==> src/design/mrwt_pkg.sv <==
// ----------------------------------------------------------------------------
// mrwt_pkg: shared types and constants for the Miller-Rabin witness test
// Operand width, verdict codes and the control bundle to the modular multiplier.
// ----------------------------------------------------------------------------
package mrwt_pkg;

  localparam int WIDTH = 32;
  localparam int CNT_W = $clog2(WIDTH + 1);

  typedef logic [WIDTH-1:0] word_t;

  typedef enum logic [1:0] {
    VERDICT_COMPOSITE = 2'd0,
    VERDICT_PRIME     = 2'd1,
    VERDICT_INVALID   = 2'd2
  } verdict_t;

  typedef struct packed {
    logic  start;
    word_t x;
    word_t y;
    word_t m;
  } mul_req_t;

endpackage

==> src/design/mrwt_mulmod.sv <==
// ----------------------------------------------------------------------------
// mrwt_mulmod: bit-serial modular multiplier
// Computes x*y mod m by add-and-double, one multiplier bit per cycle.
// ----------------------------------------------------------------------------
module mrwt_mulmod (
  input  logic              clk,
  input  logic              rst,
  input  mrwt_pkg::mul_req_t req,
  output logic              done,
  output mrwt_pkg::word_t   prod
);
  import mrwt_pkg::*;

  word_t x, y, m, acc;
  logic  busy;
  logic [WIDTH:0] acc_sum, dbl_sum;
  word_t acc_next, x_next;

  // modular add of values already below m
  always_comb begin
    acc_sum  = {1'b0, acc} + {1'b0, x};
    acc_next = (acc_sum >= {1'b0, m}) ? word_t'(acc_sum - {1'b0, m}) : acc_sum[WIDTH-1:0];
    dbl_sum  = {x, 1'b0};
    x_next   = (dbl_sum >= {1'b0, m}) ? word_t'(dbl_sum - {1'b0, m}) : dbl_sum[WIDTH-1:0];
  end

  // pulse done for one cycle once the multiplier bits run out
  always_ff @(posedge clk) begin
    if (rst) begin
      done <= 1'b0;
    end else begin
      done <= !req.start && busy && (y == '0);
    end
  end

  always_ff @(posedge clk) begin
    if (rst) begin
      busy <= 1'b0;
    end else if (req.start) begin
      busy <= 1'b1;
      x    <= req.x;
      y    <= req.y;
      m    <= req.m;
      acc  <= '0;
    end else if (busy) begin
      if (y == '0) begin
        busy <= 1'b0;
      end else begin
        if (y[0]) acc <= acc_next;
        x <= x_next;
        y <= y >> 1;
      end
    end
  end

  assign prod = acc;

  assert property (@(posedge clk) disable iff (rst) done |-> !busy)
    else $error("done while busy");
  assert property (@(posedge clk) disable iff (rst) busy |-> acc < m)
    else $error("accumulator not reduced");
  assert property (@(posedge clk) disable iff (rst) done |=> !done || $past(req.start, 2))
    else $error("done held");

endmodule
==> config.mk <==
export PLATFORM = sky130hd
export DESIGN_NAME = mrwt_mulmod
export DESIGN_NICKNAME = d
export VERILOG_FILES = /design/src/design/mrwt_pkg.sv /design/src/design/mrwt_mulmod.sv
export SDC_FILE = /design/constraint.sdc
export NUM_CORES = 1
export LEC_CHECK = 0
export BUFFER_PORTS_ARGS = -buffer_cell sky130_fd_sc_hd__buf_2
export CELL_PAD_IN_SITES_DETAIL_PLACEMENT = 0
export CELL_PAD_IN_SITES_GLOBAL_PLACEMENT = 1
export CORE_ASPECT_RATIO = 1.5
export CORE_MARGIN = 2
export CORE_UTILIZATION = 42
export CTS_CLUSTER_SIZE = 20
export DETAILED_ROUTE_END_ITERATION = 8
export GPL_TIMING_DRIVEN = 0
export HOLD_SLACK_MARGIN = 0.12
export PLACE_DENSITY = 0.84
export SLEW_MARGIN = 25
export SYNTH_ARGS = -nofsm -noshare
export SYNTH_HDL_FRONTEND = slang
export SYNTH_SLANG_ARGS = --single-unit
==> constraint.sdc <==
create_clock -name clk -period 5.81 [get_ports clk]
set_input_delay 0.8715 -clock clk [delete_from_list [all_inputs] [get_ports clk]]
set_output_delay 0.8715 -clock clk [all_outputs]
set_load 0.02 [all_outputs]
# ---- Yosys cells after proc, flatten, opt, wreduce, memory -nomap -nowiden
# Cells that the tools add are included.
dict set report classes {
  n_reduce_logical 9
  addsub 3
  bitwise_logic 1
  magnitude_cmp 2
  muxes 14
  eq_ne 1
}
# op count
set op_table {}
lappend op_table {{2-to-1 mux 32 bit} 11}
lappend op_table {{>= comparator 33 x 32 -> 1 bit} 2}
lappend op_table {{subtractor 32 bit} 2}
lappend op_table {{adder 32 x 32 -> 33 bit} 1}
lappend op_table {{logical NOT 32 bit} 1}
lappend op_table {{AND reduction 4 bit} 1}
lappend op_table {{nonzero test 2 bit} 2}
lappend op_table {{2-to-1 mux 1 bit} 3}
lappend op_table {{AND reduction 3 bit} 1}
lappend op_table {{logical AND 1 bit} 2}
lappend op_table {{inequality test 2 bit, second input constant} 1}
lappend op_table {{AND reduction 2 bit} 1}
lappend op_table {{logical NOT 1 bit} 1}
lappend op_table {{NOT 1 bit} 1}
dict set report word_totals {
  out_inout_bits 33
  in_bits 99
  elab_cells 36
  regBits 130
}

# ---- Depth between registers and ports, before layout
# Gate-level depths: netlist of run 1.
dict set report logic_depth {
  depth_word 6
  mapped_depth 22
  ltp_nobuf 19
}

# ---- Worst setup path before layout of run 1
# OpenSTA, ideal clock, no wires.
dict set report synth_path {
  kind {input to register}
  from {input rst}
  to {register acc[0] (netlist: prod[0]) (enable)}
  path_buffers 0
  required_time_ns 5.419
  path_slack_ns 0.167
  stages 3
  arrival_time_ns 5.252
  setup_time_ns 0.391
  path_cell_list {nand2b_1 o22ai_1 o21a_1}
}
dict set report synth_between {
  elab_chain_len 2
}
# item line_no
set synth_lines {}
lappend synth_lines {{from (decl)} mrwt_mulmod.sv:7} ;# input logic rst,
lappend synth_lines {{NOT 1 bit (no source line)} --}
lappend synth_lines {{AND reduction 4 bit (no source line)} --}
lappend synth_lines {{to (signal assigned)} mrwt_mulmod.sv:49} ;# if (y[0]) acc <= acc_next;
lappend synth_lines {{to (decl)} mrwt_mulmod.sv:14} ;# word_t x, y, m, acc;
# No other way between the ends.
# A chain may end at the register's enable or synchronous reset.

# ---- Final worst setup path of run 1
dict set report layout_path {
  from {register x[0]}
  to {register acc[9] (netlist: prod[9]), data pin}
}
dict set report layout_between {
  elab_chain_len 6
  word_cells_on_any_way 7
  cone_classes {2 x add/sub; 1 x order compare; 4 x mux}
}
# item line_no
set layout_lines {}
lappend layout_lines {{from (decl)} mrwt_mulmod.sv:14}
lappend layout_lines {{from (signal assigned)} mrwt_mulmod.sv:41} ;# x <= req.x;
lappend layout_lines {{from (signal assigned)} mrwt_mulmod.sv:50} ;# x <= x_next;
lappend layout_lines {{adder 32 x 32 -> 33 bit *} mrwt_mulmod.sv:21} ;# acc_sum = {1'b0, acc} + {1'b0, x};
lappend layout_lines {{subtractor 32 bit or >= comparator 33 x 32 -> 1 bit (tied branches)} mrwt_mulmod.sv:22} ;# acc_next = (acc_sum >= {1'b0, m}) ? word_t'(acc_sum - {1'b0, m}) : acc_sum[WIDTH-1:0];
lappend layout_lines {{2-to-1 mux 32 bit *} mrwt_mulmod.sv:22}
lappend layout_lines {{2-to-1 mux 32 bit *} mrwt_mulmod.sv:49}
lappend layout_lines {{2-to-1 mux 32 bit *} mrwt_mulmod.sv:46} ;# if (y == '0) begin
lappend layout_lines {{2-to-1 mux 32 bit *} mrwt_mulmod.sv:45} ;# end else if (busy) begin
# Every way passes the cells marked *; elsewhere a longest branch is shown, timed or not. The select of a mux whose other input is x is not followed.

==> results.sh, run 1 <==
export IMPL_ys_flop_type="edfxtp_1"
export IMPL_drtAntennaViolNets=0
export IMPL_initial_core_util_pct=42.61
export IMPL_final_cell_area_um2=12440
export IMPL_finalWorstSetupSlack_ns=0.2558
export IMPL_io_pins=132
export IMPL_slowest_stage="fa_1"
export IMPL_synth_avg_cell_area_um2=9.671
export IMPL_syn_to_final_growth_pct=16.97
export IMPL_final_common_cell="buf_2"
export IMPL_first_pass_iters=5
export IMPL_h_tree_depth=4
export IMPL_rows=71
export IMPL_cp_end_kind="flop"
export IMPL_timing_fmax_ghz=0.1800
export IMPL_cts_path_max_buffers=2
export IMPL_final_cell_mix="buf_2 (134), edfxtp_1 (128), a21oi_1 (114)"
export IMPL_port_buffers=131
export IMPL_cap_violations=0
export IMPL_routed_wl_mm=31.38
export IMPL_drc=0
export IMPL_drt_wirelength_per_cell_um=19.64
export IMPL_ys_async_sr_fraction_pct=0
export IMPL_whs_ns=0.5767
export IMPL_ys_seq_area_share_pct=36.51
export IMPL_grt_total_usage_pct=23.99
export IMPL_ys_ff_latch=130
export IMPL_clk_pin_slew_ns=0.07
export IMPL_fp_dieH_um=198.9
export IMPL_setup_viol=0
export IMPL_fillCellCount=2337
export IMPL_path_common_cell="nor2_1"
export IMPL_routed_via_density=5.722
export IMPL_finalHoldViolations=0
export IMPL_drv_slew=0
export IMPL_grt_overflow=0
export IMPL_timing_final_crit_share_pct=95.60
export IMPL_worstMarginPinSlew_ns=0.7319
export IMPL_syn_nets=1298
export IMPL_ys_types=78
export IMPL_hp_class="reg -> reg"
export IMPL_dp_hpwl_mm=25.17
export IMPL_clock_skew_final_ns=0.006990
export IMPL_core_area_um2=24960
export IMPL_drive_above_1_share_pct=18.12
export IMPL_status="completed"
export IMPL_clock_sinks=130
export IMPL_fin_nets=1454
export IMPL_crit_type="reg -> reg"
export IMPL_cts_root_buf="clkbuf_16"
export IMPL_p_leak_nw=5.350
export IMPL_syn_cell_area_um2=10640
export IMPL_grt_setup_unrepaired="no"
export IMPL_netlist_instances=1100
export IMPL_placed_area_um2=11860
export IMPL_crit_required_ns=5.99
export IMPL_tritoncts="built"
export IMPL_powerDensity_nw_per_um2=709.3
export IMPL_critPathMaxStageDelay_ns=0.46
export IMPL_die_area_um2=26640
export IMPL_vias=9144
export IMPL_fin_crit_ns=5.554
export IMPL_gp_congestion=0.9029
export IMPL_clk_latency_ns=0.45
export IMPL_finalSetupTns_ns=0
export IMPL_yosysWarningCount=0
export IMPL_antenna_found_initial=1
export IMPL_cp_max_fo=10
export IMPL_grt_start_max_net_pins=24
export IMPL_startpoint_type="flop"
export IMPL_path_cells="ha_1, fa_1, a211oi_1, o21ai_1, o31ai_4, nand4_1, a31oi_2, nor2_1, xor2_1, ha_1, clkbuf_1, nand2_1, nor2_1, nand3_1, o21ai_0, nor3_1, o31ai_1, o21bai_2, buf_6, buf_8, mux2i_1, nor2_1"
export IMPL_slew_headroom_pct=51.21
export IMPL_grt_pass1_wl_mm=48.35
export IMPL_synth_edf_count=128
export IMPL_vdd_ir_drop_max_v=0.0002904
export IMPL_drtIter0Drc=537
export IMPL_crit_arrival_ns=5.73
export IMPL_numCtsBuffers=17
export IMPL_first_global_vias=9225
export IMPL_die_w_um=133.9
export IMPL_place_ws_ns=0.1011
[where the power goes]
| group | internal, mW | total (mW) | leakage (nW) | switching (mW) |
|---|---|---|---|---|
| combinational | 2.59 | 6.29 | 3.84 | 3.70 |
| sequential | 1.36 | 1.50 | 1.24 | 0.148 |
| clock | 0.556 | 1.03 | 0.272 | 0.476 |
[layer usage]
| layer | GRT usage (%) | vias to the layer above | part of all wire, % |
|---|---|---|---|
| li1 | - | 4450 | - |
| met1 | 26.37 | 4345 | 39 |
| met2 | 43.08 | 258 | 52 |
| met3 | 4.154 | 91 | 4.3 |
| met4 | 14.18 | 0 | 4.6 |
| met5 | 0 | - | 0 |
[what timing repair did]
action                                  CTS  global route
endpoints found under the setup margin    0            30
setup buffers                             0             1
hold buffers                              0             0
resized for setup                         0             3
[through the flow]
stage	std cells	util [%]	power (mW)
finish	1598	49.85	8.826
global placement	1559	46.88	7.637
detailed placement	1564	47.53	7.689
floorplan	1100	-	6.236
global route	1598	49.85	9.538
CTS	1596	49.72	8.759
[cell type report]
type	instances	area, um2	share of cell area [%]
Buffer	40	207.7	1.669
Tap cell	328	410.4	3.298
Multi-Input combinational cell	871	6369	51.18
Inverter	59	221.5	1.780
Clock inverter	15	122.6	0.9854
Sequential cell	130	3884	31.21
Clock buffer	17	425.4	3.419
Antenna cell	1	2.502	0.02011
Timing Repair Buffer	137	800.8	6.435
[flip-flops by register name, indices dropped and copies added, names as in the netlist]
| register | flops |
|---|---|
| x | 32 |
| m | 32 |
| y | 32 |
| prod | 32 |
| done | 1 |
| busy | 1 |
[cell usage after synthesis (19+ instances only)]
cell | n | area (um2)
ha_1 | 96 | 1201
nand2_1 | 60 | 225.2
mux2i_1 | 53 | 530.5
inv_1 | 59 | 221.5
xnor2_1 | 52 | 455.4
edfxtp_1 | 128 | 3844
a21oi_1 | 114 | 570.6
nor3_1 | 19 | 95.09
nor2_1 | 104 | 390.4
mux2_2 | 32 | 360.4
xor2_1 | 31 | 271.5
a21o_1 | 41 | 307.8
o21ai_0 | 46 | 230.2
clkbuf_1 | 27 | 101.4
[cell families (layout without fill, tap and decap cells)]
kind of cell	Yosys count	in the layout	share of synthesized area, %
flip-flops	130	130	36.51
other	0	1	0
adder cells (fa/ha/maj)	99	99	11.86
multiplexers	85	85	8.375
AND/OR/NAND/NOR	283	283	12.62
AO/OA/AOI/OAI	321	321	19.77
XOR/XNOR	83	83	6.834
buffers and inverters	99	268	4.034
[critical path: cells and delay by family (launching register included)]
| kind | cells | cell delay [ns] |
|---|---|---|
| AO/OA/AOI/OAI | 7 | 1.68 |
| XOR/XNOR | 1 | 0.17 |
| adder cells (fa/ha/maj) | 3 | 1.01 |
| buffers and inverters | 3 | 0.70 |
| flip-flops | 1 | 0.45 |
| multiplexers | 1 | 0.24 |
| AND/OR/NAND/NOR | 7 | 1.02 |
[path summary, 6_finish.rpt]
kind,slack [ns],from,endpoint,cells after the start
min reg2reg,0.58,busy$_SDFF_PP0_,done$_SDFF_PP0_,2
max reg2reg,0.26,x[0]$_DFFE_PP_,prod[9]$_SDFFCE_PP0P_,22
min,0.58,busy$_SDFF_PP0_,done$_SDFF_PP0_,2
max,0.26,x[0]$_DFFE_PP_,prod[9]$_SDFFCE_PP0P_,22
(Power assumes the default switching activity.)
==> run 2: changes to the inputs <==
Settings changed: MAX_ROUTING_LAYER from default to met4.
==> results.sh, run 2 (same netlist as run 1, synthesis figures left out) <==
export IMPL_status="completed"
export IMPL_timing_final_crit_share_pct=93.54
export IMPL_fin_util_pct=50.06
export IMPL_dp_hpwl_mm=24.92
export IMPL_cts_root_buf="clkbuf_16"
export IMPL_tritoncts="built"
export IMPL_finalHoldViolations=0
export IMPL_die_w_um=133.9
export IMPL_slew_headroom_pct=50.33
export IMPL_p_leak_nw=5.367
export IMPL_clock_skew_final_ns=0.01217
export IMPL_post_cts_buffers=0
export IMPL_finalWorstSetupSlack_ns=0.3756
export IMPL_grt_pass1_wl_mm=48.09
export IMPL_placed_area_um2=11860
export IMPL_crit_type="reg -> reg"
export IMPL_antenna_cells=0
export IMPL_core_area_um2=24960
export IMPL_fillCellCount=2292
export IMPL_drc=0
export IMPL_antenna_found_initial=0
export IMPL_power_net_switching_mw=4.360
export IMPL_drive_above_1_share_pct=18.31
export IMPL_drtIter0Drc=483
export IMPL_syn_to_final_growth_pct=17.48
export IMPL_grt_setup_unrepaired="no"
export IMPL_clkPwrFrac_pct=12.4
export IMPL_startpoint_type="flop"
export IMPL_ctsHoldBuffers=0
export IMPL_clock_sinks=130
export IMPL_place_inst=1564
export IMPL_crit_required_ns=5.97
export IMPL_routed_via_density=5.675
export IMPL_gp_congestion=0.8950
export IMPL_die_area_um2=26640
export IMPL_clk_pin_slew_ns=0.07
export IMPL_p_int_mw=4.519
export IMPL_port_buffers=131
export IMPL_slowest_stage="o211ai_1"
export IMPL_seqPwrFrac_pct=17.0
export IMPL_critPathMaxStageDelay_ns=0.51
export IMPL_cap_violations=0
export IMPL_cp_depth=20
export IMPL_r2r_slack_ns=0.38
export IMPL_whs_ns=0.5842
export IMPL_first_pass_iters=6
export IMPL_hold_path_depth=2
export IMPL_fin_cells=1595
export IMPL_power_mw=8.879
export IMPL_worstMarginPinSlew_ns=0.7450
export IMPL_reg2reg_depth=20
export IMPL_initial_core_util_pct=42.61
export IMPL_hp_class="reg -> reg"
export IMPL_routed_wl_mm=31.22
export IMPL_rows=71
export IMPL_drv_slew=0
export IMPL_fp_dieH_um=198.9
export IMPL_final_cell_area_um2=12500
export IMPL_cp_top_family="compound AO/OA/AOI/OAI gates"
export IMPL_worst_path_buf_inv=3
export IMPL_grt_overflow=0
export IMPL_numCtsBuffers=17
export IMPL_cp_max_fo=10
export IMPL_cts_path_max_buffers=2
export IMPL_combPwrFrac_pct=70.6
export IMPL_finalSetupTns_ns=0
export IMPL_drtAntennaViolNets=0
export IMPL_cp_end_kind="flop"
export IMPL_grt_start_max_net_pins=24
export IMPL_first_global_vias=9269
export IMPL_fin_nets=1452
export IMPL_fin_crit_ns=5.434
export IMPL_clk_latency_ns=0.44
export IMPL_h_tree_depth=4
export IMPL_final_common_cell="buf_2"
export IMPL_vias=9052
export IMPL_timing_fmax_ghz=0.1840
export IMPL_vdd_ir_drop_max_v=0.0003148
export IMPL_io_pins=132
export IMPL_grt_total_usage_pct=24.37
export IMPL_drt_wirelength_per_cell_um=19.58
export IMPL_powerDensity_nw_per_um2=710.5
export IMPL_place_ws_ns=0.1070
export IMPL_path_cells="ha_1, fa_1, a211oi_1, o21ai_1, nor3_1, o21ai_0, xor2_1, ha_1, clkbuf_2, nand3_1, nor2_1, o311a_1, o21ai_2, o211ai_1, nand2_1, o21bai_2, buf_6, buf_8, mux2i_1, nor2_1"
export IMPL_setup_viol=0
export IMPL_final_cell_mix="buf_2 (134), edfxtp_1 (128), a21oi_1 (114)"
export IMPL_swShare_pct=49.11
export IMPL_crit_arrival_ns=5.60
run 2: layer usage:
metal  GRT usage [%]  up-vias  wire length [um]
met1           26.68     4261             12370
met4           10.95        0              1248
met3           3.160       75              1238
met5               -        -                 0
li1                -     4442                 -
met2           43.91      274             16360
run 2: power groups by stage:
stage	clock (mW)	combinational, mW	sequential [mW]
2_1_floorplan	0	4.63	1.60
3_3_place_gp	0	6.11	1.53
3_5_place_dp	0	6.16	1.52
4_1_cts	1.11	6.20	1.51
5_1_grt	1.16	6.89	1.52
6_report	1.10	6.27	1.51
run 2: area by class of cell:
cell class	instances	area [um2]	share of cell area [%]
clock inverters	15	185.2	1.482
flip-flops and latches	130	3884	31.08
clock buffers	17	425.4	3.404
repair buffers	136	793.3	6.348
inverters	59	221.5	1.772
plain buffers	39	203.9	1.632
well taps	328	410.4	3.284
multi-input cells	871	6374	51.00
run 2: worst reg2reg max path, delay by kind of cell, from the launching register on:
| kind | cells | cell delay, ns |
|---|---|---|
| compound gates | 7 | 1.83 |
| fa+ha+maj | 3 | 1.02 |
| simple gates | 5 | 0.89 |
| buf+inv | 3 | 0.61 |
| flops | 1 | 0.42 |
| mux | 1 | 0.24 |
| xor+xnor | 1 | 0.18 |
run 2: path summary, 6_finish.rpt:
check                   startpoint                      to
min                busy$_SDFF_PP0_         done$_SDFF_PP0_
max reg2reg  prod[0]$_SDFFCE_PP0P_  prod[14]$_SDFFCE_PP0P_
min reg2reg        busy$_SDFF_PP0_         done$_SDFF_PP0_
max          prod[0]$_SDFFCE_PP0P_  prod[14]$_SDFFCE_PP0P_
run 2: what timing repair did:
action / 4_1_cts / 5_1_grt
endpoints found under the hold margin: 0 / 0
resized for setup: 0 / 4
setup endpoints to repair: 0 / 32
==> run 3: changes to the inputs <==
Settings changed: SETUP_SLACK_MARGIN from default to 0.4.
==> results.sh, run 3 (same netlist as run 1, synthesis figures left out) <==
export IMPL_cp_max_fo=10
export IMPL_routed_via_density=5.701
export IMPL_finalHoldViolations=0
export IMPL_finalSetupTns_ns=0
export IMPL_cp_top_family="compound AO/OA/AOI/OAI gates"
export IMPL_cap_violations=0
export IMPL_core_area_um2=24960
export IMPL_antenna_found_initial=1
export IMPL_r2r_slack_ns=0.68
export IMPL_gp_congestion=0.9137
export IMPL_io_pins=132
export IMPL_fin_cells=1602
export IMPL_slew_headroom_pct=49.33
export IMPL_place_ws_ns=0.1601
export IMPL_finalWorstSetupSlack_ns=0.6774
export IMPL_r2r_end="prod[8]$_SDFFCE_PP0P_"
export IMPL_critPathMaxStageDelay_ns=0.40
export IMPL_powerDensity_nw_per_um2=713.8
export IMPL_grt_overflow=0
export IMPL_die_area_um2=26640
export IMPL_drc=0
export IMPL_final_cell_mix="buf_2 (134), edfxtp_1 (128), a21oi_1 (114)"
export IMPL_use_met3_pct=3.670
export IMPL_fin_nets=1458
export IMPL_startpoint_type="flop"
export IMPL_syn_to_final_growth_pct=18.24
export IMPL_first_global_vias=9203
export IMPL_reg2reg_depth=22
export IMPL_final_common_cell="buf_2"
export IMPL_cts_path_max_buffers=2
export IMPL_crit_type="reg -> reg"
export IMPL_timing_fmax_ghz=0.1948
export IMPL_clk_latency_ns=0.45
export IMPL_first_pass_iters=5
export IMPL_h_tree_depth=4
export IMPL_cp_end_kind="flop"
export IMPL_drt_wirelength_per_cell_um=19.71
export IMPL_die_w_um=133.9
export IMPL_grt_total_usage_pct=24.52
export IMPL_vdd_ir_drop_max_v=0.0002988
export IMPL_crit_required_ns=5.98
export IMPL_port_buffers=131
export IMPL_worstHoldEndpoint="y[16]$_DFFE_PP_"
export IMPL_rows=71
export IMPL_cts_root_buf="clkbuf_16"
export IMPL_timing_final_crit_share_pct=88.34
export IMPL_setup_viol=0
export IMPL_routed_wl_mm=31.57
export IMPL_path_cells="ha_1, fa_2, a211oi_2, o21ai_2, o31ai_4, nand4_1, a31oi_4, nor2_1, xor2_1, ha_1, clkbuf_2, a21o_1, a21oi_1, a2bb2oi_1, a21oi_1, nor3_1, o31ai_1, o21bai_2, buf_6, buf_8, mux2i_1, nor2_1"
export IMPL_initial_core_util_pct=42.61
export IMPL_fp_dieH_um=198.9
export IMPL_reg2reg_from="prod[0]$_SDFFCE_PP0P_"
export IMPL_drive_above_1_share_pct=19.80
export IMPL_p_leak_nw=5.394
export IMPL_drtIter0Drc=555
export IMPL_clock_skew_final_ns=0.008414
export IMPL_drtAntennaViolNets=0
export IMPL_numCtsBuffers=17
export IMPL_clk_pin_slew_ns=0.07
export IMPL_vias=9133
export IMPL_power_mw=8.978
export IMPL_busiest_layer="met2"
export IMPL_hold_path_depth=1
export IMPL_ctsHoldBuffers=0
export IMPL_dp_hpwl_mm=24.92
export IMPL_place_inst=1564
export IMPL_crit_arrival_ns=5.30
export IMPL_drv_slew=0
export IMPL_grt_util_met1_pct=25.89
export IMPL_worst_path_buf_inv=3
export IMPL_whs_ns=0.5892
export IMPL_grt_start_max_net_pins=24
export IMPL_slowest_stage="edfxtp_1"
export IMPL_startpoint="prod[0]$_SDFFCE_PP0P_"
export IMPL_status="completed"
export IMPL_tritoncts="built"
export IMPL_use_met2_pct=44.41
export IMPL_clock_sinks=130
export IMPL_hp_class="reg -> reg"
export IMPL_hold_start="y[17]$_DFFE_PP_"
export IMPL_fin_crit_ns=5.133
export IMPL_worstMarginPinSlew_ns=0.7600
export IMPL_grt_pass1_wl_mm=48.22
export IMPL_grt_setup_unrepaired="no"
[run 3: changes by cell type in the layout (fill, tap and decap cells not counted), sizes merged]
| cell | delta |
|---|---|
| buf | +5 |
| clkbuf | +1 |
| clkinv | -3 |
| clkinvlp | +2 |
| diode | +1 |
| inv | +1 |
[run 3: layout make-up]
| class | instances | area (um2) |
|---|---|---|
| sequential | 130 | 3884 |
| tap | 328 | 410.4 |
| multi-input combinational | 871 | 6449 |
| inverter | 59 | 221.5 |
| buffer | 40 | 211.5 |
| antenna | 1 | 2.502 |
| fill | 2341 | 12380 |
| clock inverter | 15 | 143.9 |
| timing repair buffer | 141 | 830.8 |
| clock buffer | 17 | 425.4 |
[run 3: stage by stage]
step	area [um2]	utilization, %
floorplan	10640	-
global placement	11710	46.91
detailed placement	11860	47.53
CTS	12500	50.06
global route	12580	50.39
finish	12580	50.39
[run 3: how the worst max path moves through the flow]
stage	end	slack (ns)	depth (start not counted)
2_1_floorplan	prod[6]$_SDFFCE_PP0P_	1.22	22
5_1_grt	prod[8]$_SDFFCE_PP0P_	0.38	22
6_report	prod[8]$_SDFFCE_PP0P_	0.68	22
4_1_cts	prod[8]$_SDFFCE_PP0P_	0.41	20
3_3_place_gp	prod[14]$_SDFFCE_PP0P_	-0.20	5
3_5_place_dp	prod[25]$_SDFFCE_PP0P_	0.16	21
[run 3: repair_timing]
item                                    in CTS  in global routing
hold endpoints to repair                     0                  0
endpoints found under the setup margin      32                 32
gates resized for setup                      7                 18
pin swaps                                    3                  3
setup buffers                                3                  2
[run 3: layer usage]
layer / vias to the layer above / wire (um)
li1: 4479 / -
met1: 4334 / 12400
met2: 246 / 16640
met3: 74 / 1198
met4: 0 / 1335
met5: - / 0
[run 3: power breakdown]
part           internal, mW  leakage [nW]  switching, mW
Combinational          2.64          3.88           3.77
Sequential             1.36          1.24          0.150
Clock                 0.567         0.273          0.492
